<file path="src/rtl/core/task_scheduler_with_semaphores_assert.svh">
// ---------------------------------------------------------------------------
// Task scheduler assertion macros
// Shared concurrent assertion forms, clocked on the rising edge, held off
// during reset.
// ---------------------------------------------------------------------------
`ifndef TASK_SCHEDULER_WITH_SEMAPHORES_ASSERT_SVH
`define TASK_SCHEDULER_WITH_SEMAPHORES_ASSERT_SVH

// Property holds at every edge out of reset.
`define TSWS_ASSERT(lbl, clk, rst_n, prop, msg) \
	lbl: assert property (@(posedge clk) disable iff (!rst_n) (prop)) else $error(msg);

// Consequent holds in the cycle after the antecedent.
`define TSWS_ASSERT_NEXT(lbl, clk, rst_n, ante, cons, msg) \
	lbl: assert property (@(posedge clk) disable iff (!rst_n) (ante) |=> (cons)) \
		else $error(msg);

`endif

</file>
<file path="src/rtl/core/tsws_pkg.sv">
// ---------------------------------------------------------------------------
// tsws_pkg
// Command codes, status codes, FSM encoding and the controller/datapath
// interface types of the task scheduler.
// ---------------------------------------------------------------------------
package tsws_pkg;

	localparam logic [3:0] KIND_CREATE   = 4'd0;
	localparam logic [3:0] KIND_DELETE   = 4'd1;
	localparam logic [3:0] KIND_SCHEDULE = 4'd2;
	localparam logic [3:0] KIND_RESET    = 4'd3;
	localparam logic [3:0] KIND_COMPLETE = 4'd4;
	localparam logic [3:0] KIND_DELAY    = 4'd5;
	localparam logic [3:0] KIND_GIVE     = 4'd6;
	localparam logic [3:0] KIND_TAKE     = 4'd7;
	localparam logic [3:0] KIND_START    = 4'd8;
	localparam logic [3:0] KIND_RETRY    = 4'd9;

	localparam logic [2:0] STAT_OK       = 3'd0;
	localparam logic [2:0] STAT_IGNORED  = 3'd1;
	localparam logic [2:0] STAT_FULL     = 3'd2;
	localparam logic [2:0] STAT_UNKNOWN  = 3'd3;
	localparam logic [2:0] STAT_NOSTART  = 3'd4;

	localparam logic [7:0]  START_ID  = 8'hFF;
	localparam logic [31:0] NO_BEST   = 32'h8000_0000;

	typedef enum logic [5:0] {
		ST_IDLE = 6'b000001,
		ST_PREP = 6'b000010,
		ST_LOOK = 6'b000100,
		ST_ACT  = 6'b001000,
		ST_SEL  = 6'b010000,
		ST_FIN  = 6'b100000
	} state_t;

	typedef struct packed {
		logic capture;
		logic prep;
		logic look;
		logic act;
		logic sel;
		logic load;
	} ctl_cmd_t;

	typedef struct packed {
		logic need_look;
		logic look_done;
		logic need_sel;
		logic sel_done;
		logic out_free;
	} dp_stat_t;

endpackage

</file>
<file path="src/rtl/core/tsws_ctrl.sv">
// ---------------------------------------------------------------------------
// tsws_ctrl
// Command sequencer: capture, setup, optional lookup scan, state update,
// optional selection scan, result hand-off.
// ---------------------------------------------------------------------------
module tsws_ctrl (
	input  logic               clk,
	input  logic               arst_n,
	input  logic               in_valid,
	output logic               in_ready,
	input  tsws_pkg::dp_stat_t stat,
	output tsws_pkg::ctl_cmd_t cmd
);
	import tsws_pkg::*;

	state_t state_q, state_d;

	always_comb begin
		state_d = state_q;
		cmd     = '0;
		case (state_q)
			ST_IDLE: begin
				if (in_valid) begin
					cmd.capture = 1'b1;
					state_d     = ST_PREP;
				end
			end
			ST_PREP: begin
				cmd.prep = 1'b1;
				state_d  = stat.need_look ? ST_LOOK : ST_ACT;
			end
			ST_LOOK: begin
				cmd.look = 1'b1;
				if (stat.look_done) state_d = ST_ACT;
			end
			ST_ACT: begin
				cmd.act = 1'b1;
				state_d = stat.need_sel ? ST_SEL : ST_FIN;
			end
			ST_SEL: begin
				cmd.sel = 1'b1;
				if (stat.sel_done) state_d = ST_FIN;
			end
			ST_FIN: begin
				if (stat.out_free) begin
					cmd.load = 1'b1;
					state_d  = ST_IDLE;
				end
			end
			default: state_d = ST_IDLE;
		endcase
	end

	assign in_ready = (state_q == ST_IDLE);

	always_ff @(posedge clk or negedge arst_n) begin
		if (!arst_n) begin
			state_q <= ST_IDLE;
		end else begin
			state_q <= state_d;
		end
	end

endmodule

</file>
<file path="src/rtl/core/tsws_dp.sv">
// ---------------------------------------------------------------------------
// tsws_dp
// Task table, semaphores, shared scan pipeline and result register.
// ---------------------------------------------------------------------------
module tsws_dp #(
	parameter int MAX_TASKS = 8,
	parameter int SEM_COUNT = 8
) (
	input  logic               clk,
	input  logic               arst_n,
	input  tsws_pkg::ctl_cmd_t cmd,
	output tsws_pkg::dp_stat_t stat,
	input  logic [3:0]         in_kind,
	input  logic [7:0]         in_task_id,
	input  logic [31:0]        in_duration,
	input  logic [7:0]         in_sem_id,
	input  logic [31:0]        in_now_ms,
	output logic               out_valid,
	input  logic               out_ready,
	output logic [2:0]         out_status,
	output logic               out_rescheduled,
	output logic               out_none_ready,
	output logic               out_switched,
	output logic [7:0]         out_running_id,
	output logic [30:0]        out_wait_ms
);
	import tsws_pkg::*;

	localparam int IW = $clog2(MAX_TASKS);
	localparam int UW = $clog2(MAX_TASKS + 1);
	localparam int SW = (SEM_COUNT > 1) ? $clog2(SEM_COUNT) : 1;
	localparam logic [UW-1:0] MAX_U   = UW'(MAX_TASKS);
	localparam logic [8:0]    SEM_LIM = 9'(SEM_COUNT);

	// captured command
	logic [3:0]  kind_q;
	logic [7:0]  tid_q;
	logic [31:0] dur_q;
	logic [7:0]  sem_q;
	logic [31:0] now_q;

	// task state
	logic [MAX_TASKS-1:0] ready_q;
	logic [UW-1:0]        used_q;
	logic [IW-1:0]        running_q;
	logic                 started_q;
	logic [7:0]           running_id_q;
	logic [7:0]           id_mem  [MAX_TASKS];
	logic [31:0]          wake_mem[MAX_TASKS];
	logic [7:0]           id_rd_q;
	logic [31:0]          wake_rd_q;

	// semaphores
	logic [SEM_COUNT-1:0] sem_full_q;
	logic [SEM_COUNT-1:0] sem_wait_q;
	logic [IW-1:0]        waiter_mem[SEM_COUNT];
	logic [IW-1:0]        waiter_rd_q;

	// scan pipeline
	logic [UW-1:0] cnt_q;
	logic [IW-1:0] cur_q;
	logic [IW-1:0] raddr;
	logic          v_s1;
	logic [IW-1:0] slot_s1;
	logic          found_q;
	logic [IW-1:0] fslot_q;
	logic [31:0]   best_time_q;
	logic [IW-1:0] best_slot_q;
	logic [7:0]    best_id_q;

	// per-command results
	logic [2:0] status_q;
	logic       resched_q;
	logic       sw_act_q;

	logic          sem_ok;
	logic [SW-1:0] sem_idx;
	logic [7:0]    key;
	logic          need_sel;
	logic [2:0]    status_d;
	logic          scan_go;
	logic [IW-1:0] last_slot;
	logic [31:0]   delta;
	logic [31:0]   delta_c;
	logic          none_d;
	logic          sw_d;
	logic [31:0]   sum_now;

	logic          wk_we;
	logic [IW-1:0] wk_addr;
	logic [31:0]   wk_data;

	assign sem_ok    = {1'b0, sem_q} < SEM_LIM;
	assign sem_idx   = SW'(sem_q);
	assign key       = (kind_q == KIND_START) ? START_ID : tid_q;
	assign scan_go   = cmd.look || cmd.sel;
	assign last_slot = IW'(used_q - UW'(1));
	assign raddr     = cmd.sel ? cur_q : IW'(cnt_q);
	assign sum_now   = now_q + dur_q;
	assign delta     = wake_rd_q - now_q;
	assign delta_c   = delta[31] ? 32'd0 : delta;

	assign stat.need_look = (kind_q == KIND_CREATE) || (kind_q == KIND_DELETE) ||
	                        (kind_q == KIND_SCHEDULE) || (kind_q == KIND_START);
	assign stat.look_done = (cnt_q == used_q) && !v_s1;
	assign stat.sel_done  = (cnt_q == used_q) && !v_s1;
	assign stat.need_sel  = need_sel;
	assign stat.out_free  = !out_valid || out_ready;

	// decide status, selection and wake write for the action step
	always_comb begin
		need_sel = 1'b0;
		status_d = STAT_OK;
		wk_we    = 1'b0;
		wk_addr  = fslot_q;
		wk_data  = sum_now;
		case (kind_q)
			KIND_CREATE: begin
				if (found_q) status_d = STAT_IGNORED;
				else if (used_q >= MAX_U) status_d = STAT_FULL;
				else begin
					wk_we   = 1'b1;
					wk_addr = IW'(used_q);
					wk_data = 32'd0;
				end
			end
			KIND_DELETE: begin
				if (!found_q) status_d = STAT_UNKNOWN;
				else need_sel = started_q && (fslot_q == running_q);
			end
			KIND_SCHEDULE: begin
				if (!found_q) status_d = STAT_UNKNOWN;
				else wk_we = 1'b1;
			end
			KIND_RESET: status_d = STAT_OK;
			KIND_COMPLETE, KIND_RETRY: begin
				if (!started_q) status_d = STAT_NOSTART;
				else need_sel = 1'b1;
			end
			KIND_DELAY: begin
				if (!started_q) status_d = STAT_NOSTART;
				else begin
					need_sel = 1'b1;
					wk_we    = 1'b1;
					wk_addr  = running_q;
				end
			end
			KIND_GIVE: begin
				if (!sem_ok) status_d = STAT_IGNORED;
				else if (!sem_full_q[sem_idx] && sem_wait_q[sem_idx]) begin
					wk_we   = 1'b1;
					wk_addr = waiter_rd_q;
					wk_data = now_q;
				end
			end
			KIND_TAKE: begin
				if (!sem_ok) status_d = STAT_IGNORED;
				else if (!sem_full_q[sem_idx]) begin
					if (!started_q) status_d = STAT_NOSTART;
					else need_sel = 1'b1;
				end
			end
			KIND_START: begin
				if (!found_q) status_d = STAT_UNKNOWN;
			end
			default: status_d = STAT_IGNORED;
		endcase
	end

	// memories: one write, registered read
	always_ff @(posedge clk) begin
		if (cmd.act && kind_q == KIND_CREATE && status_d == STAT_OK)
			id_mem[IW'(used_q)] <= tid_q;
		if (cmd.act && wk_we)
			wake_mem[wk_addr] <= wk_data;
		id_rd_q   <= id_mem[raddr];
		wake_rd_q <= wake_mem[raddr];
	end

	always_ff @(posedge clk) begin
		if (cmd.act && kind_q == KIND_TAKE && status_d == STAT_OK && need_sel)
			waiter_mem[sem_idx] <= running_q;
		waiter_rd_q <= waiter_mem[sem_idx];
	end

	// command capture and scan bookkeeping
	always_ff @(posedge clk) begin
		if (cmd.capture) begin
			kind_q <= in_kind;
			tid_q  <= in_task_id;
			dur_q  <= in_duration;
			sem_q  <= in_sem_id;
			now_q  <= in_now_ms;
		end
		if (scan_go) slot_s1 <= raddr;
		if (cmd.prep) found_q <= 1'b0;
		else if (cmd.look && v_s1 && id_rd_q == key) begin
			found_q <= 1'b1;
			fslot_q <= slot_s1;
		end
		if (cmd.act) begin
			best_time_q <= NO_BEST;
			cur_q       <= (running_q == '0) ? last_slot : IW'(running_q - IW'(1));
			status_q    <= status_d;
			resched_q   <= need_sel;
			sw_act_q    <= (kind_q == KIND_START) && found_q &&
			               (!started_q || fslot_q != running_q);
		end else if (cmd.sel) begin
			if (cnt_q < used_q)
				cur_q <= (cur_q == '0) ? last_slot : IW'(cur_q - IW'(1));
			if (v_s1 && ready_q[slot_s1] && delta_c < best_time_q) begin
				best_time_q <= delta_c;
				best_slot_q <= slot_s1;
				best_id_q   <= id_rd_q;
			end
		end
	end

	assign none_d = resched_q && best_time_q[31];
	assign sw_d   = resched_q ? (!none_d && best_slot_q != running_q) : sw_act_q;

	always_ff @(posedge clk or negedge arst_n) begin
		if (!arst_n) begin
			cnt_q      <= '0;
			v_s1       <= 1'b0;
			ready_q    <= '0;
			used_q     <= '0;
			running_q  <= '0;
			started_q  <= 1'b0;
			sem_full_q <= '0;
			sem_wait_q <= '0;
			out_valid  <= 1'b0;
		end else begin
			if (cmd.prep || cmd.act) begin
				cnt_q <= '0;
				v_s1  <= 1'b0;
			end else if (scan_go) begin
				v_s1 <= (cnt_q < used_q);
				if (cnt_q < used_q) cnt_q <= cnt_q + UW'(1);
			end

			if (cmd.act && status_d == STAT_OK) begin
				case (kind_q)
					KIND_CREATE: begin
						ready_q[IW'(used_q)] <= 1'b0;
						used_q               <= used_q + UW'(1);
					end
					KIND_DELETE:   ready_q[fslot_q] <= 1'b0;
					KIND_SCHEDULE: ready_q[fslot_q] <= 1'b1;
					KIND_RESET: begin
						ready_q <= started_q ?
						           (ready_q & (MAX_TASKS'(1) << running_q)) : '0;
					end
					KIND_COMPLETE: ready_q[running_q] <= 1'b0;
					KIND_GIVE: begin
						if (!sem_full_q[sem_idx]) begin
							if (sem_wait_q[sem_idx]) begin
								ready_q[waiter_rd_q]  <= 1'b1;
								sem_wait_q[sem_idx]   <= 1'b0;
							end else begin
								sem_full_q[sem_idx] <= 1'b1;
							end
						end
					end
					KIND_TAKE: begin
						if (sem_full_q[sem_idx]) sem_full_q[sem_idx] <= 1'b0;
						else begin
							sem_wait_q[sem_idx] <= 1'b1;
							ready_q[running_q]  <= 1'b0;
						end
					end
					KIND_START: begin
						running_q <= fslot_q;
						started_q <= 1'b1;
					end
					default: ready_q <= ready_q;
				endcase
			end

			if (cmd.load) begin
				out_valid <= 1'b1;
				if (resched_q && !none_d) running_q <= best_slot_q;
			end else if (out_ready) begin
				out_valid <= 1'b0;
			end
		end
	end

	// running id tracks the running slot's identifier
	always_ff @(posedge clk) begin
		if (cmd.act && kind_q == KIND_START && status_d == STAT_OK)
			running_id_q <= START_ID;
		else if (cmd.load && resched_q && !none_d)
			running_id_q <= best_id_q;
	end

	always_ff @(posedge clk) begin
		if (cmd.load) begin
			out_status      <= status_q;
			out_rescheduled <= resched_q;
			out_none_ready  <= none_d;
			out_switched    <= sw_d;
			out_running_id  <= !started_q ? 8'd0 :
			                   ((resched_q && !none_d) ? best_id_q : running_id_q);
			out_wait_ms     <= best_time_q[30:0];
		end
	end

endmodule

</file>
<file path="src/rtl/core/task_scheduler_with_semaphores.sv">
// ---------------------------------------------------------------------------
// task_scheduler_with_semaphores
// Cooperative task table and scheduler with single-waiter binary semaphores.
// ---------------------------------------------------------------------------
//  channel | dir | tvalid/tready | tdata                            | tuser
//  s_      | in  | command item  | task_id, duration, sem_id, now_ms| kind
//  m_      | out | result item   | rescheduled..wait_ms             | status
//
// One command is in flight at a time. An item passes through capture, setup,
// id lookup (create, delete, schedule, start only), state update, selection
// (selecting commands only) and result load; both scans cover the n created
// tasks, and only a delete of the running task needs both scans. The single read
// port of the task memories sets the one-slot-per-cycle scans.
// Reset clears the table and semaphores at once; no clearing pass. A result
// waits in the output register while the next item is taken; the block stalls
// only in its final state when that register is still full.
// ---------------------------------------------------------------------------
`include "task_scheduler_with_semaphores_assert.svh"

module task_scheduler_with_semaphores #(
	parameter int MAX_TASKS = 8,
	parameter int SEM_COUNT = 8
) (
	input  logic        clk,
	input  logic        arst_n,
	input  logic        s_tvalid,
	output logic        s_tready,
	input  logic [79:0] s_tdata,   // task_id[7:0], duration[39:8], sem_id[47:40], now_ms[79:48]
	input  logic [3:0]  s_tuser,   // kind[3:0]
	output logic        m_tvalid,
	input  logic        m_tready,
	output logic [47:0] m_tdata,   // rescheduled[0], none_ready[1], switched[2],
	                               // running_id[10:3], wait_ms[41:11], zero[47:42]
	output logic [2:0]  m_tuser    // status[2:0]
);
	import tsws_pkg::*;

	ctl_cmd_t   cmd;
	dp_stat_t   stat;
	logic       rescheduled;
	logic       none_ready;
	logic       switched;
	logic [7:0] running_id;
	logic [30:0] wait_ms;

	// sequence each command
	tsws_ctrl u_ctrl (
		.clk      (clk),
		.arst_n   (arst_n),
		.in_valid (s_tvalid),
		.in_ready (s_tready),
		.stat     (stat),
		.cmd      (cmd)
	);

	// table, semaphores, scans and result register
	tsws_dp #(
		.MAX_TASKS (MAX_TASKS),
		.SEM_COUNT (SEM_COUNT)
	) u_dp (
		.clk             (clk),
		.arst_n          (arst_n),
		.cmd             (cmd),
		.stat            (stat),
		.in_kind         (s_tuser),
		.in_task_id      (s_tdata[7:0]),
		.in_duration     (s_tdata[39:8]),
		.in_sem_id       (s_tdata[47:40]),
		.in_now_ms       (s_tdata[79:48]),
		.out_valid       (m_tvalid),
		.out_ready       (m_tready),
		.out_status      (m_tuser),
		.out_rescheduled (rescheduled),
		.out_none_ready  (none_ready),
		.out_switched    (switched),
		.out_running_id  (running_id),
		.out_wait_ms     (wait_ms)
	);

	// pack result fields, pad to whole bytes
	assign m_tdata = {6'd0, wait_ms, running_id, switched, none_ready, rescheduled};

	// hold off a second command until the first one's result is loaded
	`TSWS_ASSERT_NEXT(a_one_in_flight, clk, arst_n, s_tvalid && s_tready, !s_tready, "second item accepted while busy")
	`TSWS_ASSERT(a_status_range, clk, arst_n, !m_tvalid || m_tuser <= STAT_NOSTART, "status code out of range")
	`TSWS_ASSERT(a_none_implies_sel, clk, arst_n, !(m_tvalid && none_ready) || (rescheduled && wait_ms == 31'd0 && !switched), "none_ready without selection")
	`TSWS_ASSERT(a_sel_status_ok, clk, arst_n, !(m_tvalid && rescheduled) || m_tuser == STAT_OK, "selection with error status")

endmodule
</file>
<file path="config.mk">
export PLATFORM = sky130hd
export DESIGN_NAME = task_scheduler_with_semaphores
export DESIGN_NICKNAME = d
export VERILOG_FILES = /design/src/rtl/core/tsws_pkg.sv /design/src/rtl/core/tsws_ctrl.sv /design/src/rtl/core/tsws_dp.sv /design/src/rtl/core/task_scheduler_with_semaphores.sv
export VERILOG_INCLUDE_DIRS = /design/src /design/src/rtl/core
export SDC_FILE = /design/constraint.sdc
export NUM_CORES = 1
export LEC_CHECK = 0
export ABC_CLOCK_PERIOD_IN_PS = 9400
export BUFFER_PORTS_ARGS = -buffer_cell sky130_fd_sc_hd__buf_2
export CAP_MARGIN = 20
export CORE_AREA = 2 2 233 235
export CTS_CLUSTER_SIZE = 25
export DETAILED_ROUTE_END_ITERATION = 6
export DIE_AREA = 0 0 235 237
export HOLD_SLACK_MARGIN = 0.15
export PLACE_DENSITY = 0.72
export SLEW_MARGIN = 25
export SYNTH_ARGS = -nofsm -noshare
export SYNTH_HDL_FRONTEND = slang
export SYNTH_HIERARCHICAL = 1
export SYNTH_SLANG_ARGS = --single-unit
</file>
<file path="constraint.sdc">
create_clock -name clk -period 9.4 [get_ports clk]
set_input_delay 1.41 -clock clk [delete_from_list [all_inputs] [get_ports clk]]
set_output_delay 1.41 -clock clk [all_outputs]
set_load 0.01 [all_outputs]
</file>
; ---- Word level (Yosys, flattened, before mapping)
; Memory sizes are Yosys's and may differ from the RTL's. A register that Yosys moved wholly into a read port is not among the register bits.
; Index checks and enable logic that the tools add are counted.
[classes]
eq_ne = 29
n_reduce_logical = 64
magnitude_cmp = 15
shifts = 1
addsub = 7
mul = 0
n_bitwise = 16
div_mod_pow = 0
mux = 101
[ops]
columns = operator, n
row1 = $mux W32, 4
row2 = $mux W8, 12
row3 = $pmux W32 S2, 1
row4 = $mux W3, 19
row5 = $pmux W8 S7, 1
row6 = $and A8 B8 Y8, 6
row7 = $mux W1, 37
row8 = $pmux W6 S6, 1
row9 = $add A32 B32 Y32, 1
row10 = $lt A32 B32 Y1, 1
row11 = $not A8 Y8, 4
row12 = $or A8 B8 Y8, 4
row13 = $pmux W8 S2, 2
row14 = $sub A32 B32 Y32, 1
row15 = $mux W31, 1
row16 = $mux W6, 5
row17 = $logic_and A1 B1 Y1, 28
row18 = $lt A3 B4 Y1 const B, 6
row19 = $pmux W3 S6, 1
row20 = $eq A4 B3 Y1 const B, 4
row21 = $mux W4, 4
row22 = $ne A2 B2 Y1 const B, 8
row23 = $demux W1 S3, 5
row24 = $ge A3 B1 Y1 const B, 5
row25 = 37 further kinds, 72
[totals]
latch_bits = 0
in_bits = 88
out_inout_bits = 53
reg_bits = 239
mem_bits_ro = 0
ram_bits = 344
elab_cells = 268
mem_count = 3
[memory_table]
columns = name, words, width, read_ports, rd_ports_with_merged_regs, wr, line_no
row1 = u_dp.wake_mem, 8, 32, 1, 1, 1, tsws_dp.sv:49  ; logic [31:0] wake_mem[MAX_TASKS];
row2 = u_dp.id_mem, 8, 8, 1, 1, 1, tsws_dp.sv:48  ; logic [7:0] id_mem [MAX_TASKS];
row3 = u_dp.waiter_mem, 8, 3, 1, 1, 1, tsws_dp.sv:56  ; logic [IW-1:0] waiter_mem[SEM_COUNT];

; ---- Longest topological paths before layout
[logic_depth]
ltp_word = 10
mapped_depth = 26
depth_no_buf = 23

; ---- Cells and area by module
; Netlist, hierarchy kept.
[modules_own_cells]
columns = module, n_inst, area_per_inst_um2, cells_per_inst
row1 = tsws_dp, 1, 28453.5, 2557
row2 = tsws_ctrl, 1, 431.7, 46
row3 = task_scheduler_with_semaphores, 1, 71.3, 10

; ---- Least setup slack after synthesis
; No wires, ideal clock.
[synth_path]
kind = reg-to-reg
from = register u_dp.now_q[0]
to = register u_dp.best_id_q[0] (enable)
synth_period_minus_slack_ps = 4933
n_path_buf = 1
stages_incl_launch_ff = 23
path_slack_ps = 4467
t_arrival_ps = 4598
cell_sequence = edfxtp_1 ha_1 fa_1 nor2b_1 o31ai_1 o21ai_1 o21ai_1 o41ai_2 nand2_1 o21ai_1 nor4b_1 o31a_1 ha_1 nand4b_1 o311a_1 o21ai_0 a311oi_1 o21ai_0 a211oi_1 o311ai_1 or2_1 nor2_1 buf_2
[synth_via]
elab_chain_len = 5
[synth_rtl]
columns = item, line_no
row1 = from (decl), tsws_dp.sv:40  ; logic [31:0] now_q;
row2 = from (signal assigned), tsws_dp.sv:193  ; now_q <= in_now_ms;
row3 = $sub A32 B32 Y32, tsws_dp.sv:100  ; assign delta = wake_rd_q - now_q;
row4 = $mux W31, tsws_dp.sv:101  ; assign delta_c = delta[31] ? 32'd0 : delta;
row5 = net u_dp.delta_c[28], tsws_dp.sv:84  ; logic [31:0] delta_c;
row6 = $lt A32 B32 Y1, tsws_dp.sv:211  ; if (v_s1 && ready_q[slot_s1] && delta_c < best_time_q) begin
row7 = $logic_and A1 B1 Y1, tsws_dp.sv:211
row8 = $reduce_and A3 Y1 (no source line), n/a
row9 = to (signal assigned), tsws_dp.sv:214  ; best_id_q <= id_rd_q;
row10 = to (decl), tsws_dp.sv:69  ; logic [7:0] best_id_q;
; The timed path passes the listed nets, and every way through them passes these cells.
; A chain may end at the register's enable or synchronous reset.

; ---- Final worst setup path
[layout_path]
from = register u_dp.now_q[1]
to = register u_dp.best_time_q[16]
[layout_via]
elab_chain_len = 5
[layout_rtl]
columns = item, line_no
row1 = $sub A32 B32 Y32, tsws_dp.sv:100
row2 = $mux W31, tsws_dp.sv:101
row3 = net u_dp.delta_c[26], tsws_dp.sv:84
row4 = $lt A32 B32 Y1, tsws_dp.sv:211
row5 = $logic_and A1 B1 Y1, tsws_dp.sv:211
row6 = $reduce_and A2 Y1 (no source line), n/a
row7 = to (signal assigned), tsws_dp.sv:212  ; best_time_q <= delta_c;
row8 = to (decl), tsws_dp.sv:67  ; logic [31:0] best_time_q;
; The timed path passes the listed nets, and every way through them passes these cells.

==> parameters.txt <==
Parameter                              Value

Routing
  Antenna Violating Nets Remaining    0
  Via density per instance    approximately 6
  Detailed-route wire length per cell    a little over 20 um
  Detailed-route wire length    between 70 and 80 mm
  Overall via count from detail_route    20641
  DRC violations left    0
  Count of routing violations after the opening detailed-route iteration    2031
  Detailed-routing iteration count for the pre-antenna-repair pass    6

Worst setup path
  Critical Path Max Stage Delay    730 ps
  Worst R2R End    u_dp/best_time_q[16]$_SDFFE_PP0P_
  Category of the critical setup timing path    register to register
  Arrival @ worst endpoint    6990 ps
  Launch instance of the worst register-to-register path    u_dp/now_q[1]$_DFFE_PP_
  R2r worst-path depth    22
  Register-to-register setup slack    2890 ps
  Slowest stage cell, crit path    and2_1
  Category of the worst setup path launch point    register
  Kind of capture point of the worst setup path    register
  Series of cell instances along the critical path    inv_1 -> ha_1 -> nor2b_1 -> o211ai_1 -> nand3b_1 -> o22ai_1 -> o31a_1 -> o41ai_2 -> or3_1 -> and2_1 -> nor3b_1 -> ha_1 -> nand4_1 -> nor3_1 -> nand4_1 -> nor3_1 -> nand2_1 -> o311ai_1 -> or2_1 -> nor2_2 -> buf_4 -> a22o_1
  Critical path data required time    about 10000 ps
  Worst Path Max Fanout    40

Die
  Horizontal die dimension    around 240 um
  Row count    85
  Die span in y    approximately 240 um
  Die Area    between 50000 and 60000 um2
  Number of top-level pins    141
  Initial Util    54.3%
  Placeable core area    53300 um2

STA
  Worst hold slack after final layout    between 400 and 500 ps
  Relative slew margins    between 20% and 30%
  Min Tclk post-route    about 6500 ps
  Final Setup Violations    0
  Fraction of the cycle the final worst path needs    roughly 70%
  Worst Tran Pin Value    between 1000 and 1500 ps
  Total count of max-transition violations in the final report    0
  Setup repair after global routing missed its margin    false
  Accumulated negative setup slack    0 ps
  Count of endpoints failing hold in the final timing report    0
  Worst Skew    between 20 and 30 ps
  Peak Freq    around 150 MHz

Clocking
  Buffer count from post-CTS setup fixing    0
  Insertion delay to the later sink of the worst-skew pair    610 ps
  TritonCTS clock tree    built
  Max H-tree Level    3
  Deepest clock path buffer count    3
  Clock sink count    around 630
  Cell chosen for the clock root    clkbuf_16
  CTS clk-pin slew, worst paths    approximately 60 ps
  Number of cells upsized or downsized after cts    0
  Number of CTS-inserted buffers    66
  Cts hold-fix bufs    0

Synthesis
  Synthesized instance count    about 2600
  Number of warnings reported in the yosys synthesis log    6
  Portion of the post-synthesis area used by sequential elements    about three fifths
  Fraction of post-synthesis cell area in the top cell type by area    slightly above 50%
  Cell area after synthesis    about 29000 um2
  Syn avg cell area    ~11 um2
  Count of flip-flops with a built-in enable after synthesis    ~500
  Ranking of synthesized cells by area    edfxtp_1 52%, nand2_1 6.5%, dfxtp_1 5.8%
  Async set-reset flop share out of synthesis    7.03%
  Yosys top cell by area    edfxtp_1
  Synth unique cells    91
  Most instantiated flip-flop cell in the synthesis netlist    edfxtp_1
  Flip-flop and latch count after synthesis    between 600 and 700

GRT
  GRT overflow    0
  Initial antenna violation count    3
  Number of global-route vias before repair    19912
  Overall global routing resource usage    around 26%
  First-pass GRT wire length    111 mm
  Maximum number of pins on one net before global-route repair    between 90 and 100

Power and ir drop
  Internal power consumption    ~5.7 mW
  Total Power    between 8 and 9 mW
  Power density cells    roughly 250 nW/um2
  Leakage power total    between 10 and 15 nW
  Power share of the sequential group    between 40% and 50%
  Clock power share    between 30% and 40%
  Sw frac    between 30% and 40%
  Net switching power    between 2 and 3 mW
  Worst supply voltage drop on vdd    about 0.16 mV
  Logic gate share of total power    22.9%

Hold path
  Hold Crit Start    u_dp/best_time_q[11]$_SDFFE_PP0P_
  Min-Delay Path Class    register to register
  Hold path cells    0
  Hold path endpoint    u_dp/out_wait_ms[11]$_DFFE_PP_

Job
  Number of max-cap violations    0

Finish
  Most frequent cells in the layout    499 x nand2_1, 498 x edfxtp_1, 246 x nand3_1, 143 x o21ai_0, 134 x buf_2
  Post-route core utilization    just over 60%
  Ratio of cells with drive above 1 in the final layout    between 10% and 20%
  Most common cell after layout, fill and taps aside    nand2_1
  Count of placed standard cells in the final layout, fillers left out    ~3500
  Growth of design area from synthesis to finish    12.2%
  Net total in the final layout    about 2900

Place
  DP HPWL    roughly 47 mm
  Routability congestion estimate    between 0.8 and 0.9
  Port bufs    between 100 and 150
  Number of cells in the design after placement    around 3300

Status
  Run status    finished, final reports clean
==> Yosys cell counts, types with 28 or more instances <==
cell type	n
clkbuf_1	102
dfxtp_1	84
nand2_1	499
ha_1	106
nand3_1	246
dfrtp_1	43
a22o_1	29
xor2_1	32
a21o_1	61
edfxtp_1	498
nor2_1	108
xnor2_1	28
nor3_1	60
a21oi_1	86
o21ai_0	143
inv_1	105
==> worst max-delay path, delay by kind of cell (launching register included) <==
family	cells	cell delay, ps
AOI/OAI and AO/OA	6	1920
and+or+nand+nor	12	2960
buffers and inverters	2	370
DFF	1	470
adders and majority gates	2	630
==> power by group through the flow <==
stage,clock network [mW],logic (mW),registers [mW]
after floorplan,0,1.35,3.67
after global placement,0,1.76,3.77
after detailed placement,0,1.83,3.78
after CTS,2.66,1.85,3.72
after global routing,2.76,2.08,3.75
final,2.61,1.88,3.73
==> how the worst max path moves through the flow <==
| stage | end | slack (ps) | start | cells past startpoint |
|---|---|---|---|---|
| floorplan | u_dp/best_id_q[0]$_DFFE_PP_ | 4470 | u_dp/now_q[0]$_DFFE_PP_ | 22 |
| global placement | u_dp/best_time_q[16]$_SDFFE_PP0P_ | 3120 | u_dp/now_q[1]$_DFFE_PP_ | 22 |
| detailed placement | u_dp/best_slot_q[1]$_DFFE_PP_ | 3050 | u_dp/now_q[1]$_DFFE_PP_ | 22 |
| CTS | u_dp/best_id_q[6]$_DFFE_PP_ | 2950 | u_dp/now_q[1]$_DFFE_PP_ | 22 |
| global route | u_dp/best_time_q[1]$_SDFFE_PP0P_ | 2420 | u_dp/now_q[1]$_DFFE_PP_ | 22 |
| finish | u_dp/best_time_q[16]$_SDFFE_PP0P_ | 2890 | u_dp/now_q[1]$_DFFE_PP_ | 22 |
==> metrics by stage <==
step,cell area (um2),worst slack (ps)
3_3_place_gp,30300,3120
4_1_cts,32500,2950
3_5_place_dp,30300,3050
6_report,32500,2890
5_1_grt,32500,2420
2_1_floorplan,29000,4470
==> cells by family (layout without fill, tap and decap cells) <==
group / count (synthesis) / after routing / share of synthesized area (%)
and+or+nand+nor: 1059 / 1059 / 16.7
adders and majority gates: 109 / 109 / 4.75
other: 1 / 7 / 0.0130
muxes: 26 / 26 / 1.10
buffers and inverters: 246 / 394 / 3.42
xor gates and xnor gates: 60 / 60 / 1.81
DFF: 626 / 626 / 61.3
AOI/OAI and AO/OA: 486 / 486 / 10.9
==> state kept, by name (all words and copies together) (netlist names), 4 cells and up, named ones only <==
signal               cells
u_dp/wake_rd_q          32
u_dp/id_rd_q             8
u_dp/tid_q               8
u_dp/id_mem             64
u_dp/out_running_id      8
u_dp/used_q              4
u_dp/ready_q             8
u_dp/waiter_mem         24
u_dp/sem_q               8
u_dp/kind_q              4
u_dp/cnt_q               4
u_ctrl/state_q           6
u_dp/wake_mem          256
u_dp/best_time_q        32
u_dp/now_q              32
u_dp/dur_q              32
u_dp/out_wait_ms        31
u_dp/best_id_q           8
u_dp/running_id_q        8
==> metal layers <==
| layer | up-vias | wire length (um) | global-route usage, % |
|---|---|---|---|
| met4 | 0 | 1680 | 8.92 |
| met1 | 9977 | 31100 | 35.8 |
| met5 | - | 0 | 0 |
| li1 | 9650 | - | - |
| met3 | 114 | 5890 | 4.58 |
| met2 | 900 | 33000 | 40.2 |
==> final cells by class <==
| type | instances | area (um2) |
|---|---|---|
| fillers | 4183 | 20800 |
| flip-flops and latches | 626 | 17700 |
| multi-input cells | 1746 | 10400 |
| clock buffers | 80 | 1760 |
| repair buffers | 164 | 912 |
| well taps | 696 | 871 |
| clock inverters | 41 | 437 |
| inverters | 109 | 413 |
| diodes | 1 | 2.50 |
(Power assumes the default switching activity.)
